==> src/hdl/mse_pkg.sv <==
// Shared types and constants of the MIPS subset execute unit.
package mse_pkg;

  localparam int NUM_REGS = 32;
  localparam int REG_IDX_W = 5;
  localparam logic [REG_IDX_W-1:0] SP_REG = 5'd29;

  typedef enum logic [3:0] {
    OP_ADD    = 4'd0,
    OP_SUB    = 4'd1,
    OP_MUL    = 4'd2,
    OP_DIV    = 4'd3,
    OP_ADDI   = 4'd4,
    OP_SUBI   = 4'd5,
    OP_BEQ    = 4'd6,
    OP_J      = 4'd7,
    OP_LW     = 4'd8,
    OP_SW     = 4'd9,
    OP_PRESET = 4'd10
  } op_t;

  typedef enum logic [3:0] {
    ST_CLEAR,
    ST_IDLE,
    ST_READ,
    ST_EXEC,
    ST_DIV,
    ST_MEM,
    ST_LOAD,
    ST_DONE
  } state_t;

  typedef enum logic [1:0] {
    MEM_IDLE,
    MEM_CLEAR,
    MEM_WRITE,
    MEM_READ
  } mem_cmd_t;

  typedef enum logic [2:0] {
    RES_NONE,
    RES_ALU,
    RES_DIV,
    RES_ADDR_ERR,
    RES_STORE,
    RES_LOAD
  } res_sel_t;

  // Input item payload, source_index in the lowest bits.
  typedef struct packed {
    logic [6:0]  pad;
    logic [9:0]  jump_target;
    logic [31:0] immediate;
    logic [4:0]  dest_index;
    logic [4:0]  second_index;
    logic [4:0]  source_index;
  } in_t;

  // Result item payload, reg_written in the lowest bits.
  typedef struct packed {
    logic        address_error;
    logic        divide_by_zero;
    logic [9:0]  next_index;
    logic        jump_taken;
    logic        branch_taken;
    logic [9:0]  mem_address;
    logic        mem_written;
    logic [31:0] written_value;
    logic [4:0]  written_index;
    logic        reg_written;
  } out_t;

  typedef struct packed {
    logic     capture;
    logic     rf_read;
    logic     exec;
    logic     div_start;
    mem_cmd_t mem_op;
    res_sel_t res_sel;
    logic     commit;
  } cmd_t;

  typedef struct packed {
    logic is_div;
    logic is_mem;
    logic is_load;
    logic addr_ok;
    logic div_done;
    logic clear_last;
    logic out_free;
  } stat_t;

endpackage

==> src/hdl/mse_ctrl.sv <==
// Controller state machine that sequences one instruction at a time.
module mse_ctrl import mse_pkg::*; (
  input  logic  clk,
  input  logic  rst,
  input  logic  s_tvalid,
  output logic  s_tready,
  input  stat_t stat,
  output cmd_t  cmd
);

  state_t state;
  state_t state_next;

  always_ff @(posedge clk) begin
    if (rst) begin
      state <= ST_CLEAR;
    end else begin
      state <= state_next;
    end
  end

  always_comb begin
    state_next  = state;
    s_tready    = 1'b0;
    cmd         = '0;
    cmd.mem_op  = MEM_IDLE;
    cmd.res_sel = RES_NONE;
    unique case (state)
      ST_CLEAR: begin
        cmd.mem_op = MEM_CLEAR;
        if (stat.clear_last) state_next = ST_IDLE;
      end
      ST_IDLE: begin
        s_tready = 1'b1;
        if (s_tvalid) begin
          cmd.capture = 1'b1;
          state_next  = ST_READ;
        end
      end
      ST_READ: begin
        cmd.rf_read = 1'b1;
        state_next  = ST_EXEC;
      end
      ST_EXEC: begin
        cmd.exec = 1'b1;
        if (stat.is_div) begin
          cmd.div_start = 1'b1;
          state_next    = ST_DIV;
        end else if (stat.is_mem) begin
          state_next = ST_MEM;
        end else begin
          cmd.res_sel = RES_ALU;
          state_next  = ST_DONE;
        end
      end
      ST_DIV: begin
        if (stat.div_done) begin
          cmd.res_sel = RES_DIV;
          state_next  = ST_DONE;
        end
      end
      ST_MEM: begin
        if (!stat.addr_ok) begin
          cmd.res_sel = RES_ADDR_ERR;
          state_next  = ST_DONE;
        end else if (stat.is_load) begin
          cmd.mem_op = MEM_READ;
          state_next = ST_LOAD;
        end else begin
          cmd.mem_op  = MEM_WRITE;
          cmd.res_sel = RES_STORE;
          state_next  = ST_DONE;
        end
      end
      ST_LOAD: begin
        cmd.res_sel = RES_LOAD;
        state_next  = ST_DONE;
      end
      ST_DONE: begin
        if (stat.out_free) begin
          cmd.commit = 1'b1;
          state_next = ST_IDLE;
        end
      end
      default: state_next = ST_IDLE;
    endcase
  end

endmodule

==> config.mk <==
export PLATFORM = sky130hd
export DESIGN_NAME = mse_ctrl
export DESIGN_NICKNAME = d
export VERILOG_FILES = /design/src/hdl/mse_pkg.sv /design/src/hdl/mse_ctrl.sv
export SDC_FILE = /design/constraint.sdc
export NUM_CORES = 1
export LEC_CHECK = 0
export ABC_AREA = 1
export BUFFER_PORTS_ARGS = -buffer_cell sky130_fd_sc_hd__buf_4
export CORE_AREA = 10 10 47 49
export CTS_CLUSTER_DIAMETER = 30
export CTS_CLUSTER_SIZE = 40
export DETAILED_ROUTE_END_ITERATION = 12
export DIE_AREA = 0 0 57 59
export PLACE_DENSITY = 0.6
export SETUP_SLACK_MARGIN = 0.4
export SLEW_MARGIN = 20
export SYNTH_ARGS = -nofsm -noshare
export SYNTH_HDL_FRONTEND = slang
export SYNTH_SLANG_ARGS = --single-unit
==> constraint.sdc <==
create_clock -name clk -period 1.4 [get_ports clk]
set_clock_uncertainty 0.1 [all_clocks]
set_input_delay 0.07 -clock clk [delete_from_list [all_inputs] [get_ports clk]]
set_output_delay 0.07 -clock clk [all_outputs]
set_load 0.05 [all_outputs]
==> reports/metrics.csv <==
stage;metric;value;unit
power;highest ir drop seen on vdd;0.5636;mV
routing;wire length after detailed routing;1.139;mm
place;Port-buffer cells;20;
global_route;pin count of the biggest net entering global routing;10;
setup_path;critical path's slowest cell;sky130_fd_sc_hd__dfxtp_4;
finish;largest register by flop count;state;
global_route;wire length of the first global-routing pass;2.090;mm
synthesis;distinct cell type count of the synthesized netlist;19;
sta;shortest period the worst path allows;1.404;ns
setup_path;data arrival time of the worst path;1.23;ns
die;Floorplan Core Area;1401;um2
place;HPWL Detailed;993.9;um
setup_path;Worst Reg-to-Reg Cells;7;
die;DIE HEIGHT;59;um
sta;achievable clock frequency;712.2;MHz
synthesis;Synthesis Warnings;0;
setup_path;combined buffer and inverter count along the critical path;2;
sta;RSZ-0062 raised after global routing;yes;
place;placed instance area;660.6;um2
global_route;total global routing track utilization;7.378;%
setup_path;critical path startpoint category;flip-flop;
sta;Least-Margin Pin Slew;0.2509;ns
place;placed cell count;96;
place;setup slack after placement;0.1207;ns
clock_tree;clock slew at the register clock pins of the worst setup and hold paths;0.03;ns
setup_path;worst-path maximum fanout;6;
clock_tree;number of buffers on the longest clock path;2;
sta;Setup TNS;-0.004120;ns
routing;number of DRC markers in iteration 0;5;
sta;normalized max-slew margin;83.10;%
setup_path;destination of the worst register-to-register timing path;state[1];
synthesis;flip-flop and latch count after synthesis;3;
finish;proportion of layout cells with a drive suffix above 1;65.91;%
sta;final period utilization;100.3;%
finish;final standard cell count with taps included and fillers excluded;104;
power;Leakage Power;0.3513;nW
setup_path;termination of the worst setup path;cmd[1];
run_status;status;finished with violations;
power;Cell Pwr Density;851.1;nW/um2
setup_path;worst endpoint required time;1.23;ns
setup_path;Worst R2R Start;state[0];
sta;Final Slew Violations;0;
die;die footprint;3363;um2
finish;count of fill cells added during filler insertion;149;
synthesis;average cell area after synthesis;6.441;um2
finish;Synth-to-Final Area Change;98.73;%
synthesis;Synth Net Count;71;
sta;count of final hold-check violations;0;
sta;fin worst setup slack;-0.004120;ns
run_status;violations in the final reports;setup timing;
die;number of placed I/O pins;21;
setup_path;Worst path depth;4;
finish;nets;99;
setup_path;Critical path origin;state[1];
routing;average via count per standard cell;4.404;
setup_path;category of the critical setup timing path;flip-flop to output port;
place;final weighted congestion in routability-driven placement;0.7512;
global_route;vias in the first global route;497;
die;floorplan row count;14;
power;power consumption;0.6645;mW
job;reported max-cap violation count;0;
setup_path;Top Family by Delay on Critical Path;flip-flops;
sta;worst hold margin;0.01623;ns
routing;count of TritonRoute iterations in the first routing pass;4;
finish;Design Area, Final;780.7;um2
setup_path;CP peak stage delay;0.39;ns
min_path;Tightest Hold Check Type;input pin to flip-flop;
die;Die Wd;57;um
routing;average wire per cell in the routed design;10.95;um
routing;post-route antenna net violation count;0;
routing;# DRC;0;
clock_tree;total clock sinks;3;
clock_tree;number of clock buffers inserted by TritonCTS;3;
routing;via count;458;
clock_tree;TritonCTS clock tree;done;
global_route;number of antenna violations at the first check in global routing;0;
finish;biggest registers after layout;state (3);
clock_tree;Clock Latency Late Sink;0.24;ns
finish;flip-flop count of the largest register after layout;3;
clock_tree;htree depth;1;
synthesis;total standard cell area after synthesis;392.9;um2
synthesis;Syn Inst Count;61;
finish;Inserted Diodes;0;
clock_tree;Root Driver;sky130_fd_sc_hd__clkbuf_4;
die;effective utilization at floorplan;28.04;%
synthesis;sequential element share of the synthesized area;15.29;%
finish;fraction of the core area covered by cells at the end of the flow;55.71;%
setup_path;Crit. End Element;output port;
global_route;total overflow reported by the global router;0;
setup_path;cell breakdown of the critical path;inv_6 > nand4_1 > nand3_2 > buf_8;
sta;number of setup violations in the final report;1;
setup_path;internal reg-to-reg setup slack;0.17;ns
==> report_power, final <==
| part | switching, mW | total, mW | internal [mW] |
|---|---|---|---|
| logic | 0.220 | 0.367 | 0.147 |
| registers | 0.0440 | 0.144 | 0.0996 |
| clock network | 0.0467 | 0.154 | 0.107 |
| total | 0.311 | 0.664 | 0.354 |
==> cell type report <==
| type | instances | area [um2] | share of cell area, % |
|---|---|---|---|
| clock buffers | 4 | 26.28 | 3.365 |
| inverters | 13 | 57.56 | 7.372 |
| multi-input cells | 43 | 366.6 | 46.96 |
| flip-flops and latches | 3 | 71.32 | 9.135 |
| well taps | 16 | 20.02 | 2.564 |
| repair buffers | 25 | 239.0 | 30.61 |
==> synth_stat cells, drive strengths merged <==
master	n	area [um2]
buf	2	18.77
dfxtp	3	60.06
o31ai	1	7.510
nand2	12	57.55
nor3	2	10.01
nand4	1	6.260
nor2	12	81.33
nand3	10	70.07
inv	13	48.80
o21ai	3	15.01
a21oi	2	17.52
==> worst reg2reg max path: cells and delay by family (launching register included) <==
kind | cells | cell delay (ns)
AOI/OAI and AO/OA | 1 | 0.13
buffers and inverters | 2 | 0.21
DFF | 1 | 0.44
and+or+nand+nor | 4 | 0.26
==> how the worst min path moves through the flow <==
stage          startpoint       end  slack, ns  depth (start not counted)
6_report          stat[0]  state[1]       0.02                          4
3_3_place_gp          rst  state[1]       0.13                          2
4_1_cts           stat[0]  state[1]      0.009                          4
5_1_grt           stat[0]  state[1]       0.05                          4
3_5_place_dp          rst  state[1]       0.13                          2
2_1_floorplan         rst  state[1]       0.02                          1
==> kinds of logic (layout without fill, tap and decap cells) <==
| logic type | Yosys count | in the layout | synth area share [%] |
|---|---|---|---|
| buffers and inverters | 15 | 42 | 17.20 |
| AND/OR/NAND/NOR | 37 | 37 | 57.33 |
| AO/OA/AOI/OAI | 6 | 6 | 10.19 |
| flip-flops | 3 | 3 | 15.29 |
==> metal layers <==
layer	routed length, um	vias to the layer above	GRT usage (%)
met5	0	-	0
met4	0	0	4.027
met3	84	0	2.146
met2	574	16	12.09
met1	480	195	8.413
li1	-	247	-
==> layout by cell type (no fill, tap or decap) <==
| master | Yosys | routed |
|---|---|---|
| sky130_fd_sc_hd__nor2_1 | 7 | 4 |
| sky130_fd_sc_hd__nand2_2 | 2 | 2 |
| sky130_fd_sc_hd__nor2_4 | 2 | 6 |
| sky130_fd_sc_hd__dlygate4sd3_1 | 0 | 1 |
| sky130_fd_sc_hd__o31ai_4 | 0 | 1 |
| sky130_fd_sc_hd__inv_6 | 0 | 1 |
| sky130_fd_sc_hd__clkbuf_4 | 0 | 3 |
| sky130_fd_sc_hd__nand4_1 | 1 | 1 |
| sky130_fd_sc_hd__buf_8 | 0 | 3 |
| sky130_fd_sc_hd__nand3_2 | 4 | 5 |
| sky130_fd_sc_hd__buf_6 | 1 | 7 |
| sky130_fd_sc_hd__o21ai_0 | 3 | 2 |
| sky130_fd_sc_hd__clkinvlp_4 | 0 | 1 |
| sky130_fd_sc_hd__buf_4 | 1 | 14 |
| sky130_fd_sc_hd__nand2_1 | 9 | 8 |
| sky130_fd_sc_hd__clkbuf_1 | 0 | 1 |
| sky130_fd_sc_hd__inv_2 | 3 | 2 |
| sky130_fd_sc_hd__a21oi_2 | 2 | 2 |
| sky130_fd_sc_hd__o21ai_2 | 0 | 1 |
| sky130_fd_sc_hd__nor3_4 | 0 | 2 |
| sky130_fd_sc_hd__nand2_4 | 1 | 1 |
| sky130_fd_sc_hd__inv_1 | 10 | 9 |
| sky130_fd_sc_hd__nor2_2 | 2 | 1 |
| sky130_fd_sc_hd__nor2_8 | 1 | 1 |
| sky130_fd_sc_hd__nand2_8 | 0 | 1 |
| sky130_fd_sc_hd__dfxtp_4 | 0 | 3 |
| sky130_fd_sc_hd__nand3_1 | 6 | 4 |
| sky130_fd_sc_hd__nand3_4 | 0 | 1 |
==> what timing repair did <==
item	4_1_cts	5_1_grt
endpoints found under the setup margin	14	14
resized for setup	13	4
pin swaps	3	0
buffers inserted	2	1
endpoints found under the hold margin	2	0
hold buffers	1	0
cloned	0	0
(Power assumes the default switching activity.)
